### config.mk
export PLATFORM = sky130hd
export DESIGN_NAME = ttm_mix_meter
export DESIGN_NICKNAME = d
export VERILOG_FILES = /design/src/rtl/core/ttm_pkg.sv /design/src/rtl/core/ttm_mix_meter.sv
export SDC_FILE = /design/constraint.sdc
export NUM_CORES = 2
export LEC_CHECK = 0
export ABC_CLOCK_PERIOD_IN_PS = 11300
export BUFFER_PORTS_ARGS = -buffer_cell sky130_fd_sc_hd__buf_2
export CORE_ASPECT_RATIO = 0.7
export CORE_MARGIN = 2
export CORE_UTILIZATION = 45
export DETAILED_ROUTE_END_ITERATION = 16
export RECOVER_POWER = 25
export SYNTH_ARGS = -nofsm -noshare
export SYNTH_HDL_FRONTEND = slang
export SYNTH_SLANG_ARGS = --single-unit
### constraint.sdc
create_clock -name clock -period 11.3 [get_ports clock]
set_clock_uncertainty 0.05 [all_clocks]
set_input_delay 0 -clock clock [delete_from_list [all_inputs] [get_ports clock]]
set_output_delay 0 -clock clock [all_outputs]
set_load 0.03 [all_outputs]
### src/rtl/core/ttm_pkg.sv
// Shared types, constants and the quarter-wave sine table for the test tone mixer.
// No dependencies; every other file of the block imports it.
package ttm_pkg;

   localparam int SAMPLE_BITS     = 24;
   localparam int PHASE_BITS      = 32;
   localparam int SINE_TABLE_BITS = 10;
   localparam int QUARTER_BITS    = SINE_TABLE_BITS - 2;
   localparam int QUARTER_LEN     = 1 << QUARTER_BITS;
   localparam int DECAY_BITS      = 16;
   localparam int CSR_INDEX_BITS  = 2;
   localparam int CSR_DATA_BITS   = 32;
   localparam int STEP_BITS       = (PHASE_BITS < CSR_DATA_BITS) ? PHASE_BITS : CSR_DATA_BITS;

   typedef enum logic [CSR_INDEX_BITS-1:0] {
      CSR_PHASE_STEP     = 2'd0,
      CSR_INPUT_CHANNELS = 2'd1,
      CSR_DECAY_FACTOR   = 2'd2
   } csr_index_type;

   // channel select codes; the unused code behaves as both
   typedef enum logic [1:0] {
      CH_NONE = 2'd0,
      CH_LEFT = 2'd1,
      CH_BOTH = 2'd2
   } channel_code_type;

   localparam logic [CSR_DATA_BITS-1:0] PHASE_STEP_RESET = 32'd89478485;
   localparam logic [1:0]               CHANNELS_RESET   = CH_BOTH;
   localparam logic [DECAY_BITS-1:0]    DECAY_RESET      = 16'd55706;

   typedef logic signed [SAMPLE_BITS-1:0] sample_type;
   typedef logic [SAMPLE_BITS-1:0]        level_type;
   typedef logic [SAMPLE_BITS-2:0]        sine_mag_type;
   typedef sine_mag_type                  sine_table_type [QUARTER_LEN];

   typedef struct packed {
      sample_type left;
      sample_type right;
      sample_type tone;
      logic       last;
   } frame_type;

   typedef struct packed {
      sample_type left;
      sample_type right;
      level_type  meter_left;
      level_type  meter_right;
      logic       meter_valid;
   } result_type;

   localparam logic [63:0] FULL_SCALE = 64'd1 << (SAMPLE_BITS - 1);
   localparam logic [63:0] Q30_ONE    = 64'd1073741824;
   localparam logic [63:0] SC1        = 64'd1686629713;
   localparam logic [63:0] SC3        = 64'd693598668;
   localparam logic [63:0] SC5        = 64'd85569306;
   localparam logic [63:0] SC7        = 64'd5026995;
   localparam logic [63:0] SC9        = 64'd172273;
   localparam logic [63:0] SC11       = 64'd3864;

   function automatic logic [63:0] qmul(input logic [63:0] a, input logic [63:0] b);
      logic [63:0] prod;
      prod = a * b;
      return prod >> 30;
   endfunction

   // odd polynomial through x^11 on a quarter wave, scaled to the sample range
   function automatic sine_mag_type sine_mag(input int j);
      logic [63:0] x;
      logic [63:0] x2;
      logic [63:0] p;
      logic [63:0] s;
      logic [63:0] m;
      x  = 64'(j) << (30 - QUARTER_BITS);
      x2 = qmul(x, x);
      p  = SC9 - qmul(x2, SC11);
      p  = SC7 - qmul(x2, p);
      p  = SC5 - qmul(x2, p);
      p  = SC3 - qmul(x2, p);
      p  = SC1 - qmul(x2, p);
      s  = qmul(x, p);
      if (s > Q30_ONE) begin
         s = Q30_ONE;
      end
      m = (s * (FULL_SCALE - 64'd1) + (Q30_ONE >> 1)) >> 30;
      return m[SAMPLE_BITS-2:0];
   endfunction

   function automatic sine_table_type build_sine_table();
      sine_table_type t;
      for (int k = 0; k < QUARTER_LEN; k++) begin
         t[k] = sine_mag(k);
      end
      return t;
   endfunction

   localparam sine_table_type SINE_TABLE = build_sine_table();
   // quarter-wave point at exactly pi/2, one past the table
   localparam sine_mag_type   SINE_PEAK  = sine_mag(QUARTER_LEN);

endpackage

### src/rtl/core/ttm_mix_meter.sv
// Mixer and meter: tone add with saturation, block peak tracking, decaying meters.
// Depends on ttm_pkg for the frame and result structs.
module ttm_mix_meter import ttm_pkg::*; (
   input  logic                  clock,
   input  logic                  reset,
   input  frame_type             frame,
   input  logic                  advance,
   input  logic [DECAY_BITS-1:0] decay_factor,
   output result_type            result
);

   localparam int PROD_BITS = SAMPLE_BITS + DECAY_BITS;

   level_type                     peak_l_ff, peak_l_in, peak_r_ff, peak_r_in;
   level_type                     meter_l_ff, meter_l_in, meter_r_ff, meter_r_in;
   logic signed [SAMPLE_BITS:0]   sum_l, sum_r;
   sample_type                    sat_l, sat_r;
   level_type                     mag_l, mag_r, peak_l_max, peak_r_max;
   logic [PROD_BITS-1:0]          prod_l, prod_r;
   level_type                     decay_l, decay_r, upd_l, upd_r;

   function automatic sample_type saturate(input logic signed [SAMPLE_BITS:0] v);
      sample_type r;
      if (v[SAMPLE_BITS] == v[SAMPLE_BITS-1]) begin
         r = v[SAMPLE_BITS-1:0];
      end else if (!v[SAMPLE_BITS]) begin
         r = {1'b0, {(SAMPLE_BITS-1){1'b1}}};
      end else begin
         r = {1'b1, {(SAMPLE_BITS-1){1'b0}}};
      end
      return r;
   endfunction

   // most negative sample maps to exactly full scale
   function automatic level_type magnitude(input sample_type v);
      return v[SAMPLE_BITS-1] ? level_type'(-v) : level_type'(v);
   endfunction

   always_comb begin
      sum_l = (SAMPLE_BITS+1)'(frame.left) + (SAMPLE_BITS+1)'(frame.tone);
      sum_r = (SAMPLE_BITS+1)'(frame.right) + (SAMPLE_BITS+1)'(frame.tone);
      sat_l = saturate(sum_l);
      sat_r = saturate(sum_r);
      mag_l = magnitude(sat_l);
      mag_r = magnitude(sat_r);
      peak_l_max = (mag_l > peak_l_ff) ? mag_l : peak_l_ff;
      peak_r_max = (mag_r > peak_r_ff) ? mag_r : peak_r_ff;

      prod_l  = PROD_BITS'(meter_l_ff) * PROD_BITS'(decay_factor);
      prod_r  = PROD_BITS'(meter_r_ff) * PROD_BITS'(decay_factor);
      decay_l = prod_l[PROD_BITS-1:DECAY_BITS];
      decay_r = prod_r[PROD_BITS-1:DECAY_BITS];
      upd_l   = (peak_l_max > decay_l) ? peak_l_max : decay_l;
      upd_r   = (peak_r_max > decay_r) ? peak_r_max : decay_r;

      peak_l_in  = peak_l_ff;
      peak_r_in  = peak_r_ff;
      meter_l_in = meter_l_ff;
      meter_r_in = meter_r_ff;
      if (advance) begin
         if (frame.last) begin
            peak_l_in  = '0;
            peak_r_in  = '0;
            meter_l_in = upd_l;
            meter_r_in = upd_r;
         end else begin
            peak_l_in = peak_l_max;
            peak_r_in = peak_r_max;
         end
      end

      result.left        = sat_l;
      result.right       = sat_r;
      result.meter_left  = frame.last ? upd_l : meter_l_ff;
      result.meter_right = frame.last ? upd_r : meter_r_ff;
      result.meter_valid = frame.last;
   end

   always_ff @(posedge clock) begin
      if (reset) begin
         peak_l_ff  <= '0;
         peak_r_ff  <= '0;
         meter_l_ff <= '0;
         meter_r_ff <= '0;
      end else begin
         peak_l_ff  <= peak_l_in;
         peak_r_ff  <= peak_r_in;
         meter_l_ff <= meter_l_in;
         meter_r_ff <= meter_r_in;
      end
   end

endmodule

# ---- Word level (Yosys, flattened, before mapping)
# Cells that the tools add are included.
dict set report classes {
  eq_ne 2
  muxes 14
  addsub 4
  n_mul 2
  magnitude_cmp 4
}
# operator n
set op_table {}
lappend op_table {{24-bit 2-to-1 mux} 14}
lappend op_table {{24-bit greater-than comparator} 4}
lappend op_table {{24-bit by 16-bit multiplier with 40-bit output} 2}
lappend op_table {{24-bit by 24-bit adder with 25-bit output} 2}
lappend op_table {{24-bit negation} 2}
lappend op_table {{1-bit equality test} 2}
dict set report totals {
  word_cells 30
  reg_bits 96
  inputBits 92
  output_inout_bits 97
}

# ---- Logic depth before layout (Yosys ltp)
dict set report logic_depth {
  ltp_word 10
  depth_mapped 55
  mapped_depth_nobuf 50
}

# ---- Least setup slack after synthesis
# OpenSTA, ideal clock, no wires.
dict set report synth_timing {
  path_kind {input -> output}
  start {input frame[13] (netlist bit)}
  end {output result[44] (netlist bit)}
  stages 51
  setup_slack_ns 0.551
  n_path_buf 8
  required_time_ns 11.250
  arrival_ns 10.699
  cell_sequence {ha_1 > buf_2 > a21o_1 > a21o_1 > a2111oi_0 > o32ai_1 > or2_2 > a211oi_1 > o21bai_1 > a21oi_1 > xnor2_1 > ha_1 > buf_2 > clkbuf_1 > nand3_1 > a21boi_1 > clkbuf_1 > o21ai_0 > [15 not listed] > o21ai_0 > and2_1 > clkbuf_1 > clkbuf_1 > clkbuf_1 > a21o_1 > ha_1 > a21o_1 > a21o_1 > a21oi_1 > nor2b_1 > o21ai_0 > a21oi_1 > o21ai_0 > a21boi_1 > clkbuf_1 > nand2_1 > o221ai_1}
}
# element line
set synth_lines {}
lappend synth_lines {{start, declared} ttm_mix_meter.sv:6} ;# input frame_type frame,
lappend synth_lines {{end, declared} ttm_mix_meter.sv:9} ;# output result_type result

==> results.cfg <==
[outcome]
status = completed

[sta]
final-setup-viol-count = 0
clock.fmax_mhz = 91.9
worst_pin_slew_ps = 1170
fin_setup_tns_ps = 0
holdWs_ps = 66.8
slew_violations = 0
hold_viol_final = 0
rsz0062_at_grt = false
post-route-min-period_ps = 10880
relSlewSlack = 0.219
min_period_over_period = 0.963

[critical_path]
cp_slowest_cell = dfxtp_1
end_kind = primary output
path_max_fanout = 28
slowest_delay_ps = 1100
r2r_slack_ps = 890
worstSetupStartpointType = flip-flop
cp.required_ps = 11250
r2r-end = meter_r_ff[10]$_SDFFE_PP0P_
reg2reg_depth = 30
startpoint = meter_r_ff[5]$_SDFFE_PP0P_
r2r_start = meter_r_ff[5]$_SDFFE_PP0P_
crit_path_frequent_cell = fa_1
critPathKind = flip-flop to primary output
critPathCapture = result[11]
crit_arrival_ps = 10830

[synthesis]
ys_top_cells_by_area = fa_1 (35%), ha_1 (13%), inv_1 (8.3%)
synthTopCellsByCount = inv_1 (781), nand2_1 (655), fa_1 (612), ha_1 (368), nor2_1 (266)
ys_seq_elements = 96
ys_types = 92
synth_nets = 5435
yosys.area.top_type = fa_1
netlist.area_leader.share = 0.347
synth_ff_type = dfxtp_1
avgSynthCellArea_um2 = 8.09
syn-instance-count = 4363
async_reset_ff_frac = 0
netlist_area_um2 = 35300
yosysWarnings = 0
yosysMostFrequentCell = inv_1
synth-edff-count = 0
ys_seq_area_frac = 0.0544

[cells_and_area]
layout.nets = 5485
stdcell_area_um2 = 37700
area_growth_pct = 6.88
final_cells = 5466
drive_gt1_frac = 0.0785

[die]
fp.dieW_um = 339
start_util = 0.457
row_count = 85
core_area_um2 = 77300
io_pins = 189
die_y_um = 238
dieArea_um2 = 80800

[grt]
grt_max_degree = 64
grt_pass1_wl_um = 182000
grt_overflow = 0
first_global_vias = 30000
antenna_found_initial = 6
grt_usage = 0.292

[placed_design]
placed_area_um2 = 37400
io_buffers = 188
detailed_place_hpwl_um = 94100
routabilityCongestion = 0.944
dp.cells = 5442

[run]
cap_violations = 0

[clock_network]
clkLatencyLatePin_ps = 380
cts_root_buf = clkbuf_16
cts_tree = yes
clk_pin_slew_worst_paths_ps = 80
cts_inserted_buffers = 9
cts_max_level = 3
hold_buffers = 0
clock-sinks = 96
cts_buffer_depth = 2

[routing]
wl_per_cell_um = 21.2
first_pass_iters = 5
drcViolationCount = 0
dr_total_vias = 30100
avgViaCountPerCell = 5.51
antenna_left = 0
drt_wl_total_um = 116000
drt_iter0_markers = 2333

[min_path]
worstHoldStart = reset
hold_path_class = input pin to flip-flop
[sequential cells by signal (all words and copies together), names as in the netlist]
name and count:
peak_l_ff 24, peak_r_ff 24, meter_l_ff 24, meter_r_ff 24
[worst min path at each step]
stage                     cells past startpoint                    endpoint  slack [ps]
final                                         2  peak_r_ff[23]$_SDFFE_PP0P_          70
after floorplan                               1                   result[0]          80
after global placement                        2                   result[0]         430
after CTS                                     2  peak_r_ff[23]$_SDFFE_PP0P_          60
after global routing                          2  peak_r_ff[21]$_SDFFE_PP0P_          90
after detailed placement                      2                   result[0]         430
[cells in the final DEF, fill, tap and decap left out, types with 8 or more instances in the layout]
cell type,n
a31o_2,8
mux2_2,25
nor2b_1,39
nand4_1,35
buf_2,155
dfxtp_1,96
a21oi_1,162
nand3_1,34
xnor2_1,56
nor4_1,8
nand2_1,655
a211oi_1,54
nor2_1,266
a2bb2oi_1,28
o221ai_1,12
o21ai_1,8
ha_1,366
o21ai_0,114
clkbuf_16,9
a22oi_1,17
a2111oi_0,8
clkbuf_1,34
and2_1,254
nand3b_1,8
o21a_1,26
a31oi_1,33
and3_1,21
mux2i_1,20
o21bai_1,14
fa_1,612
nand2b_1,19
a21o_1,86
nor3_1,35
inv_1,781
or3_1,9
xor2_1,36
buf_4,102
[cell families (layout without fill, tap and decap cells)]
kind of cell	count (synthesis)	after routing	synth area share
AO/OA/AOI/OAI	685	685	0.132
other	0	4	0
flip-flops	96	96	0.0544
adder cells (fa/ha/maj)	980	980	0.477
multiplexers	48	48	0.0148
buffers and inverters	1034	1089	0.110
AND/OR/NAND/NOR	1427	1427	0.188
XOR/XNOR	93	93	0.0231
[area by class of cell]
class                      count  area [um^2]
timing repair buffer         291         1670
multi-input combinational   3233        29600
fill                        7690        39600
tap                         1044         1310
sequential                    96         1920
clock buffer                   9          225
inverter                     782         2940
antenna                        4         10.0
clock inverter                 7          100
[repair_timing]
item / 4_1_cts / 5_1_grt
setup buffers: 0 / 4
gates resized for setup: 0 / 12
endpoints found under the setup margin: 0 / 52
[metal layers]
layer  track usage  up-vias  wire [um]  part of all wire
met5             0        -         35           0.00030
met4        0.0541        6       2290             0.020
met3        0.0534      112       9590             0.083
met2         0.430     1111      48000              0.41
met1         0.447    14900      56000              0.48
li1              -    14000          -                 -
[critical path: cells and delay by family (launching register included)]
family,cells,cell delay (ps)
adders and majority gates,8,3560
DFF,1,1100
AOI/OAI and AO/OA,8,2180
buffers and inverters,7,910
muxes,1,390
xor gates and xnor gates,1,300
and+or+nand+nor,6,1990
[metrics by stage]
stage          worst slack (ps)  utilization
2_1_floorplan               551            -
3_3_place_gp                666        0.484
3_5_place_dp                489        0.484
4_1_cts                     383        0.488
5_1_grt                    1.12        0.488
6_report                    419        0.488
Power is left out: the tool's default activity adds up to more than one toggle a clock period on the data nets, which glitch-free logic cannot reach.
